## src/hw/rtl/assert_macros.svh

```systemverilog
// ---------------------------------------------------------------------------
// Assertion macros
// Shared concurrent assertion wrappers for the RTL.
// ---------------------------------------------------------------------------
`ifndef ASSERT_MACROS_SVH
`define ASSERT_MACROS_SVH

// Implication checked on every rising edge outside reset.
`define ASSERT_CLK(label, clk, rst, prop) \
   label: assert property (@(posedge clk) disable iff (rst) (prop)) \
      else $error("assertion failed");

// Condition that must never be true outside reset.
`define ASSERT_NEVER(label, clk, rst, cond) \
   label: assert property (@(posedge clk) disable iff (rst) !(cond)) \
      else $error("forbidden condition seen");

`endif

```

## src/hw/rtl/mexalu_pkg.sv

```systemverilog
// ---------------------------------------------------------------------------
// Monomial exponent ALU package
// Widths, operation codes and beat types shared by the ALU modules.
// ---------------------------------------------------------------------------
`timescale 1ns / 1ps
`default_nettype none

package mexalu_pkg;

   localparam int NUM_VARS  = 8;
   localparam int EXP_BITS  = 8;
   localparam int WORD_BITS = 64;
   localparam int MASK_BITS = 8;
   localparam int DEG_BITS  = 11;
   localparam int KIND_BITS = 3;

   typedef logic [KIND_BITS-1:0] kind_type;

   localparam kind_type KIND_MUL     = 3'd0;
   localparam kind_type KIND_DIV     = 3'd1;
   localparam kind_type KIND_DIVIDES = 3'd2;
   localparam kind_type KIND_ORDER   = 3'd3;
   localparam kind_type KIND_EQUAL   = 3'd4;
   localparam kind_type KIND_DISJ    = 3'd5;
   localparam kind_type KIND_WITHIN  = 3'd6;
   localparam kind_type KIND_IS_ONE  = 3'd7;

   typedef logic [EXP_BITS-1:0] exp_type;

   typedef struct packed {
      kind_type              kind;
      logic [WORD_BITS-1:0]  a_exponents;
      logic [WORD_BITS-1:0]  b_exponents;
      logic [MASK_BITS-1:0]  variable_mask;
   } req_type;

   typedef struct packed {
      logic [WORD_BITS-1:0]  result_exponents;
      logic                  answer;
      logic                  overflow;
      logic [DEG_BITS-1:0]   total_degree;
   } rsp_type;

   // Per-lane findings handed from the lanes to the merge stage.
   typedef struct packed {
      exp_type a_val;
      exp_type b_val;
      exp_type sum;
      exp_type diff;
      logic    ovf;
      logic    lt;
      logic    eq;
      logic    a_nz;
      logic    b_nz;
      logic    allowed;
   } lane_type;

   typedef lane_type [NUM_VARS-1:0] lane_vec_type;

endpackage

`default_nettype wire

```

## src/hw/rtl/mexalu_lane.sv

```systemverilog
// ---------------------------------------------------------------------------
// Monomial exponent ALU lane
// One exponent lane: saturating add, subtract and per-lane compare flags.
// ---------------------------------------------------------------------------
`timescale 1ns / 1ps
`default_nettype none

module mexalu_lane (
   input  wire mexalu_pkg::exp_type  a_exp,
   input  wire mexalu_pkg::exp_type  b_exp,
   input  wire                       mask_bit,
   output mexalu_pkg::lane_type      lane_out
);

   logic [mexalu_pkg::EXP_BITS:0] wide_sum;

   assign wide_sum = {1'b0, a_exp} + {1'b0, b_exp};

   always_comb begin
      lane_out.a_val   = a_exp;
      lane_out.b_val   = b_exp;
      lane_out.ovf     = wide_sum[mexalu_pkg::EXP_BITS];
      // clamp at the lane maximum on carry out
      lane_out.sum     = wide_sum[mexalu_pkg::EXP_BITS]
                         ? '1 : wide_sum[mexalu_pkg::EXP_BITS-1:0];
      lane_out.diff    = a_exp - b_exp;
      lane_out.lt      = (a_exp < b_exp);
      lane_out.eq      = (a_exp == b_exp);
      lane_out.a_nz    = |a_exp;
      lane_out.b_nz    = |b_exp;
      lane_out.allowed = mask_bit;
   end

endmodule

`default_nettype wire

```

## src/hw/rtl/mexalu_merge.sv

```systemverilog
// ---------------------------------------------------------------------------
// Monomial exponent ALU merge
// Combine lane findings into the result word, answer and total degree.
// ---------------------------------------------------------------------------
`timescale 1ns / 1ps
`default_nettype none

module mexalu_merge (
   input  wire mexalu_pkg::kind_type      kind,
   input  wire mexalu_pkg::lane_vec_type  lanes,
   output mexalu_pkg::rsp_type            rsp
);

   logic                                 ge_all;
   logic                                 ovf_any;
   logic                                 eq_all;
   logic                                 disj_all;
   logic                                 within_all;
   logic                                 a_zero;
   logic                                 lex_lt;
   logic [mexalu_pkg::DEG_BITS-1:0]      deg_a;
   logic [mexalu_pkg::DEG_BITS-1:0]      deg_b;
   logic [mexalu_pkg::DEG_BITS-1:0]      deg_mul;
   logic [mexalu_pkg::DEG_BITS-1:0]      deg_div;
   logic [mexalu_pkg::WORD_BITS-1:0]     mul_word;
   logic [mexalu_pkg::WORD_BITS-1:0]     div_word;

   always_comb begin
      ge_all     = 1'b1;
      ovf_any    = 1'b0;
      eq_all     = 1'b1;
      disj_all   = 1'b1;
      within_all = 1'b1;
      a_zero     = 1'b1;
      lex_lt     = 1'b0;
      deg_a      = '0;
      deg_b      = '0;
      deg_mul    = '0;
      deg_div    = '0;
      mul_word   = '0;
      div_word   = '0;
      // walk from the top lane down so the lowest differing lane decides
      for (int i = mexalu_pkg::NUM_VARS - 1; i >= 0; i--) begin
         if (!lanes[i].eq) begin
            lex_lt = lanes[i].lt;
         end
         ge_all     = ge_all & ~lanes[i].lt;
         ovf_any    = ovf_any | lanes[i].ovf;
         eq_all     = eq_all & lanes[i].eq;
         disj_all   = disj_all & ~(lanes[i].a_nz & lanes[i].b_nz);
         within_all = within_all & (~lanes[i].a_nz | lanes[i].allowed);
         a_zero     = a_zero & ~lanes[i].a_nz;
         deg_a      = deg_a + mexalu_pkg::DEG_BITS'(lanes[i].a_val);
         deg_b      = deg_b + mexalu_pkg::DEG_BITS'(lanes[i].b_val);
         deg_mul    = deg_mul + mexalu_pkg::DEG_BITS'(lanes[i].sum);
         deg_div    = deg_div + mexalu_pkg::DEG_BITS'(lanes[i].diff);
         mul_word[i*mexalu_pkg::EXP_BITS +: mexalu_pkg::EXP_BITS] = lanes[i].sum;
         div_word[i*mexalu_pkg::EXP_BITS +: mexalu_pkg::EXP_BITS] = lanes[i].diff;
      end
   end

   always_comb begin
      rsp = '0;
      unique case (kind)
         mexalu_pkg::KIND_MUL: begin
            rsp.result_exponents = mul_word;
            rsp.answer           = 1'b1;
            rsp.overflow         = ovf_any;
            rsp.total_degree     = deg_mul;
         end
         mexalu_pkg::KIND_DIV: begin
            // drop the quotient when any lane would go negative
            rsp.answer = ge_all;
            if (ge_all) begin
               rsp.result_exponents = div_word;
               rsp.total_degree     = deg_div;
            end
         end
         mexalu_pkg::KIND_DIVIDES: rsp.answer = ge_all;
         mexalu_pkg::KIND_ORDER: begin
            rsp.answer = (deg_a < deg_b) || ((deg_a == deg_b) && lex_lt);
         end
         mexalu_pkg::KIND_EQUAL:  rsp.answer = eq_all;
         mexalu_pkg::KIND_DISJ:   rsp.answer = disj_all;
         mexalu_pkg::KIND_WITHIN: rsp.answer = within_all;
         mexalu_pkg::KIND_IS_ONE: rsp.answer = a_zero;
         default:                 rsp.answer = 1'b0;
      endcase
   end

endmodule

`default_nettype wire

```

## src/hw/rtl/monomial_exponent_alu_unit.sv

```systemverilog
// ---------------------------------------------------------------------------
// Monomial exponent ALU unit
// Pipeline: request beat goes into the lane stage register, then through merge into the response register.
// Throughput: 1 beat per cycle while rsp_ready is high; the two pipeline registers set the rate.
// Reset: synchronous, clears both stage valids; no data state to restore.
// ---------------------------------------------------------------------------
`timescale 1ns / 1ps
`default_nettype none
`include "assert_macros.svh"

module monomial_exponent_alu_unit (
   input  wire                   clock,
   input  wire                   reset,
   input  wire                   req_valid,
   output logic                  req_ready,
   input  wire mexalu_pkg::req_type  req_data,
   output logic                  rsp_valid,
   input  wire                   rsp_ready,
   output mexalu_pkg::rsp_type   rsp_data
);

   // Lane stage: NUM_VARS lanes work on one exponent each.
   mexalu_pkg::lane_vec_type  lanes_in;
   mexalu_pkg::lane_vec_type  lanes_ff;
   mexalu_pkg::kind_type      kind_ff;
   logic                      s1_valid_ff;
   logic                      s1_valid_in;

   // Merge stage feeds the response register.
   mexalu_pkg::rsp_type       rsp_in;
   mexalu_pkg::rsp_type       rsp_ff;
   logic                      rsp_valid_ff;
   logic                      rsp_valid_in;

   logic                      out_free;
   logic                      s1_adv;
   logic                      req_fire;

   genvar g;
   generate
      for (g = 0; g < mexalu_pkg::NUM_VARS; g++) begin : g_lane
         mexalu_lane u_lane (
            .a_exp    (req_data.a_exponents[g*mexalu_pkg::EXP_BITS +: mexalu_pkg::EXP_BITS]),
            .b_exp    (req_data.b_exponents[g*mexalu_pkg::EXP_BITS +: mexalu_pkg::EXP_BITS]),
            .mask_bit (req_data.variable_mask[g]),
            .lane_out (lanes_in[g])
         );
      end
   endgenerate

   mexalu_merge u_merge (
      .kind  (kind_ff),
      .lanes (lanes_ff),
      .rsp   (rsp_in)
   );

   // The response register is free when empty or when its beat leaves now.
   assign out_free  = !rsp_valid_ff || rsp_ready;
   assign s1_adv    = s1_valid_ff && out_free;
   assign req_ready = !s1_valid_ff || out_free;
   assign req_fire  = req_valid && req_ready;

   always_comb begin
      s1_valid_in = s1_valid_ff;
      if (req_ready) begin
         s1_valid_in = req_valid;
      end
      rsp_valid_in = rsp_valid_ff;
      if (out_free) begin
         rsp_valid_in = s1_valid_ff;
      end
   end

   always_ff @(posedge clock) begin
      if (reset) begin
         s1_valid_ff  <= 1'b0;
         rsp_valid_ff <= 1'b0;
      end else begin
         s1_valid_ff  <= s1_valid_in;
         rsp_valid_ff <= rsp_valid_in;
      end
   end

   // Payload: load on a taken beat, hold while stalled.
   always_ff @(posedge clock) begin
      if (req_fire) begin
         lanes_ff <= lanes_in;
         kind_ff  <= req_data.kind;
      end
      if (s1_adv) begin
         rsp_ff <= rsp_in;
      end
   end

   assign rsp_valid = rsp_valid_ff;
   assign rsp_data  = rsp_ff;

   // A lane-stage beat that finds the output free must show up next cycle.
   `ASSERT_CLK(a_stage_advance, clock, reset, s1_adv |=> rsp_valid_ff)
   // A blocked lane-stage beat is held, never dropped.
   `ASSERT_CLK(a_stage_hold, clock, reset, (s1_valid_ff && !out_free) |=> s1_valid_ff)
   // Overflow comes only from multiply, whose answer is always set.
   `ASSERT_NEVER(a_ovf_answer, clock, reset, rsp_valid_ff && rsp_ff.overflow && !rsp_ff.answer)
   // A nonzero degree needs a nonzero result word.
   `ASSERT_NEVER(a_deg_word, clock, reset,
      rsp_valid_ff && (rsp_ff.total_degree != '0) && (rsp_ff.result_exponents == '0))

endmodule

`default_nettype wire
```

## config.mk

```make
export PLATFORM = sky130hd
export DESIGN_NAME = monomial_exponent_alu_unit
export DESIGN_NICKNAME = d
export VERILOG_FILES = /design/src/hw/rtl/mexalu_pkg.sv /design/src/hw/rtl/mexalu_lane.sv /design/src/hw/rtl/mexalu_merge.sv /design/src/hw/rtl/monomial_exponent_alu_unit.sv
export VERILOG_INCLUDE_DIRS = /design/src /design/src/hw/rtl
export SDC_FILE = /design/constraint.sdc
export NUM_CORES = 1
export LEC_CHECK = 0
export BUFFER_PORTS_ARGS = -buffer_cell sky130_fd_sc_hd__buf_2
export CORE_ASPECT_RATIO = 1.5
export CORE_UTILIZATION = 60
export CTS_CLUSTER_SIZE = 40
export DETAILED_ROUTE_END_ITERATION = 7
export PLACE_DENSITY = 0.8
export SLEW_MARGIN = 20
export SYNTH_ARGS = -nofsm -noshare
export SYNTH_HDL_FRONTEND = slang
export SYNTH_SLANG_ARGS = --single-unit
```

## constraint.sdc

```tcl
create_clock -name clock -period 12.11 [get_ports clock]
set_clock_uncertainty 0.15 [all_clocks]
set_input_delay 2.422 -clock clock [delete_from_list [all_inputs] [get_ports clock]]
set_output_delay 2.422 -clock clock [all_outputs]
set_load 0.1 [all_outputs]
```

==> metrics.cfg <==
[status]
status=complete, no violations

[finish]
final.fill_count=3167
drive_gt1_share_pct=13.7
final_cell_mix=inv_1, edfxtp_1, ha_1
area_growth_pct=11.1
num-nets-final=2959
final_common_cell=inv_1

[critical_path]
critical_path.max_fanout=3
rr_worst_depth=22
reg2reg_from=lanes_ff[251]
worstPathRequired_ps=12350
end_kind=flop
critical_path_class=reg2reg
reg2reg_to=rsp_data[12]
reg2reg_slack_ps=5380
arrival_ps=6970
cp-start-kind=flop

[grt]
grt_start_max_net_pins=89
grt_remaining_overflow=0
antenna_found_initial=8
grt_pass1_vias=17809
grt_pass1_wl_mm=102
track_usage_pct=32.5

[worst_hold_path]
hold_end=rsp_valid
hp-start=s1_valid_ff
worstHoldPathCells=2
hp-class=reg2reg

[power_and_ir_drop]
p_total_w=0.00757
intPower_w=0.00424
leakage_nw=12.4
power_density_nw_per_um2=266
pwr-share-comb_pct=62.4
switching_share_pct=44.0
pwr-share-clk_pct=15.3
p_switching_w=0.00333
pwr-share-seq_pct=22.3
ir_drop_uv=332

[yosys]
syn_area_sq_um=25700
synth-simple-area-share_pct=7.10
synthMuxAreaShare_pct=0
avgSynthCellArea_sq_um=11.6
synth.net_count=2753
synth-adder-area-share_pct=24.7
syn-instance-count=2207
synth_edf_count=384
ys_async_sr_fraction_pct=0
synth_top_family_by_area=adder cells
ys_warn_count=0
ys_seq_elements=386
ys_types=59
synth_top_flop_cell=edfxtp_1
ys_seq_area_share_pct=45.1
synth_compound_area_share_pct=10.3
synth-xor-area-share_pct=5.05

[detailed_routing]
routed_via_density=5.74
drt_iter0_markers=1376
route.vias.total=17278
drcViolationCount=0
wl_per_cell_um=22.9
ant_nets=0
drt_pass1_iterations=5
wirelength_mm=68.9

[cts]
hold_buffers=0
post-cts-setup-buffer-count=0
cts_tree=done
worst_skew_pair.late_latency_ps=540
clock_sinks=386
cts_buffer_depth=3
cts-root-buf=clkbuf_16
cts_inserted_buffers=38
cts_max_level=2
clk_pin_slew_ps=70
ctsResizeCount=0

[sta]
setup_viol=0
hold_viol=0
whs_ps=406
finalCritPeriodShare_pct=55.6
slew_headroom_pct=26.6
drv_slew=0
clock.fmax_mhz=149
rsz0062_at_grt=no
worstMarginPinSlew_ps=1100
min_period_ps=6730
finalSetupTns_ps=0

[floorplanning]
start_util_pct=60.9
die_width_um=171
die-area_sq_um=43600
dieHeight_um=255
ios=222
core_region_area_sq_um=42100
rows=92

[place]
port-buffer-count=221
gp_congestion=0.970
dpl.hpwl_mm=55.5

[job]
maxCapViolCount=0

==> how the worst max path moves through the flow <==
stage                       start      endpoint  slack (ps)  depth (start not counted)
global placement    lanes_ff[259]  rsp_data[12]        5610                         23
finish              lanes_ff[251]  rsp_data[12]        5380                         22
global route        lanes_ff[251]  rsp_data[12]        5040                         22
CTS                 lanes_ff[251]  rsp_data[12]        5440                         22
floorplan               rsp_ready    kind_ff[0]        1050                          3
detailed placement  lanes_ff[251]  rsp_data[12]        5490                         22
==> synth_stat cells, types with 7 or more instances <==
cell / count / area, sq um
ha_1: 231 / 2890
nor2_1: 74 / 278
xor2_1: 25 / 219
o41ai_1: 7 / 61.3
o21ai_0: 43 / 215
fa_1: 172 / 3440
nor3_1: 34 / 170
inv_1: 452 / 1700
nor4_1: 38 / 238
o21bai_1: 30 / 225
nor2b_1: 32 / 200
a21o_1: 32 / 240
buf_2: 19 / 95.1
a22o_1: 45 / 394
xnor2_1: 123 / 1080
nand2b_1: 19 / 119
o22ai_2: 15 / 188
clkbuf_1: 39 / 146
nand4_1: 16 / 100
a21oi_1: 131 / 656
o22ai_1: 20 / 125
or2_2: 17 / 106
edfxtp_1: 384 / 11500
o221ai_1: 11 / 96.3
a2bb2oi_1: 7 / 61.3
o21ba_2: 8 / 80.1
nand2_1: 117 / 439
==> kinds of logic after synthesis <==
logic type,count (synthesis)
AND/OR/NAND/NOR,370
AO/OA/AOI/OAI,384
buffers and inverters,516
adder cells (fa/ha/maj),403
flip-flops,386
XOR/XNOR,148
==> final cells by class <==
cell class,instances,area (sq um),area share (%)
Multi-Input combinational cell,1305,12100,42.5
Sequential cell,386,11600,40.6
Inverter,452,1700,5.95
Timing Repair Buffer,230,1210,4.26
Clock buffer,44,995,3.49
Tap cell,564,706,2.48
Clock inverter,20,190,0.667
Antenna cell,7,17.5,0.0615
==> sequential cells by signal, indices dropped and copies added, names as in the netlist <==
signal and flops:
lanes_ff 304, rsp_data 77, kind_ff 3, rsp_valid 1, s1_valid_ff 1
==> critical path: stages, from the launching register on <==
cell	delay, ps
edfxtp_1	420
ha_1	320
a21o_1	150
a21oi_1	210
o21ai_0	150
o41ai_1	410
xnor2_1	140
fa_1	510
inv_1	70
fa_1	550
fa_1	520
fa_1	520
inv_1	40
ha_1	320
or2_2	320
o31a_2	140
a2111oi_4	370
nor3_2	100
ha_1	290
and4_1	210
a2111oi_0	400
nand2_1	100
o211ai_1	160
==> power groups by stage <==
stage	Sequential, W	Clock (W)	Combinational [W]
finish	0.00169	0.00116	0.00473
global route	0.00170	0.00121	0.00522
CTS	0.00169	0.00117	0.00467
detailed placement	0.00172	0	0.00464
global placement	0.00171	0	0.00450
floorplan	0.00187	0	0.00336
==> stage by stage <==
| stage | instances | utilization (%) | area [sq um] | setup slack [ps] |
|---|---|---|---|---|
| after floorplan | 2207 | - | 25700 | 1050 |
| after global placement | 2935 | 64.6 | 27200 | 5610 |
| after CTS | 2999 | 67.5 | 28400 | 5440 |
| final | 3008 | 67.6 | 28500 | 5380 |
| after global routing | 3007 | 67.6 | 28500 | 5040 |
| after detailed placement | 2935 | 64.6 | 27200 | 5490 |
==> per-layer routing <==
| metal | up-vias | track usage, % | wire length [um] |
|---|---|---|---|
| met4 | 2 | 21.8 | 5020 |
| met1 | 8422 | 38.1 | 25100 |
| met3 | 216 | 4.16 | 4370 |
| li1 | 7868 | - | - |
| met5 | - | 0 | 14 |
| met2 | 770 | 56.0 | 34300 |
No activity file was read; power rests on OpenSTA's default activity.
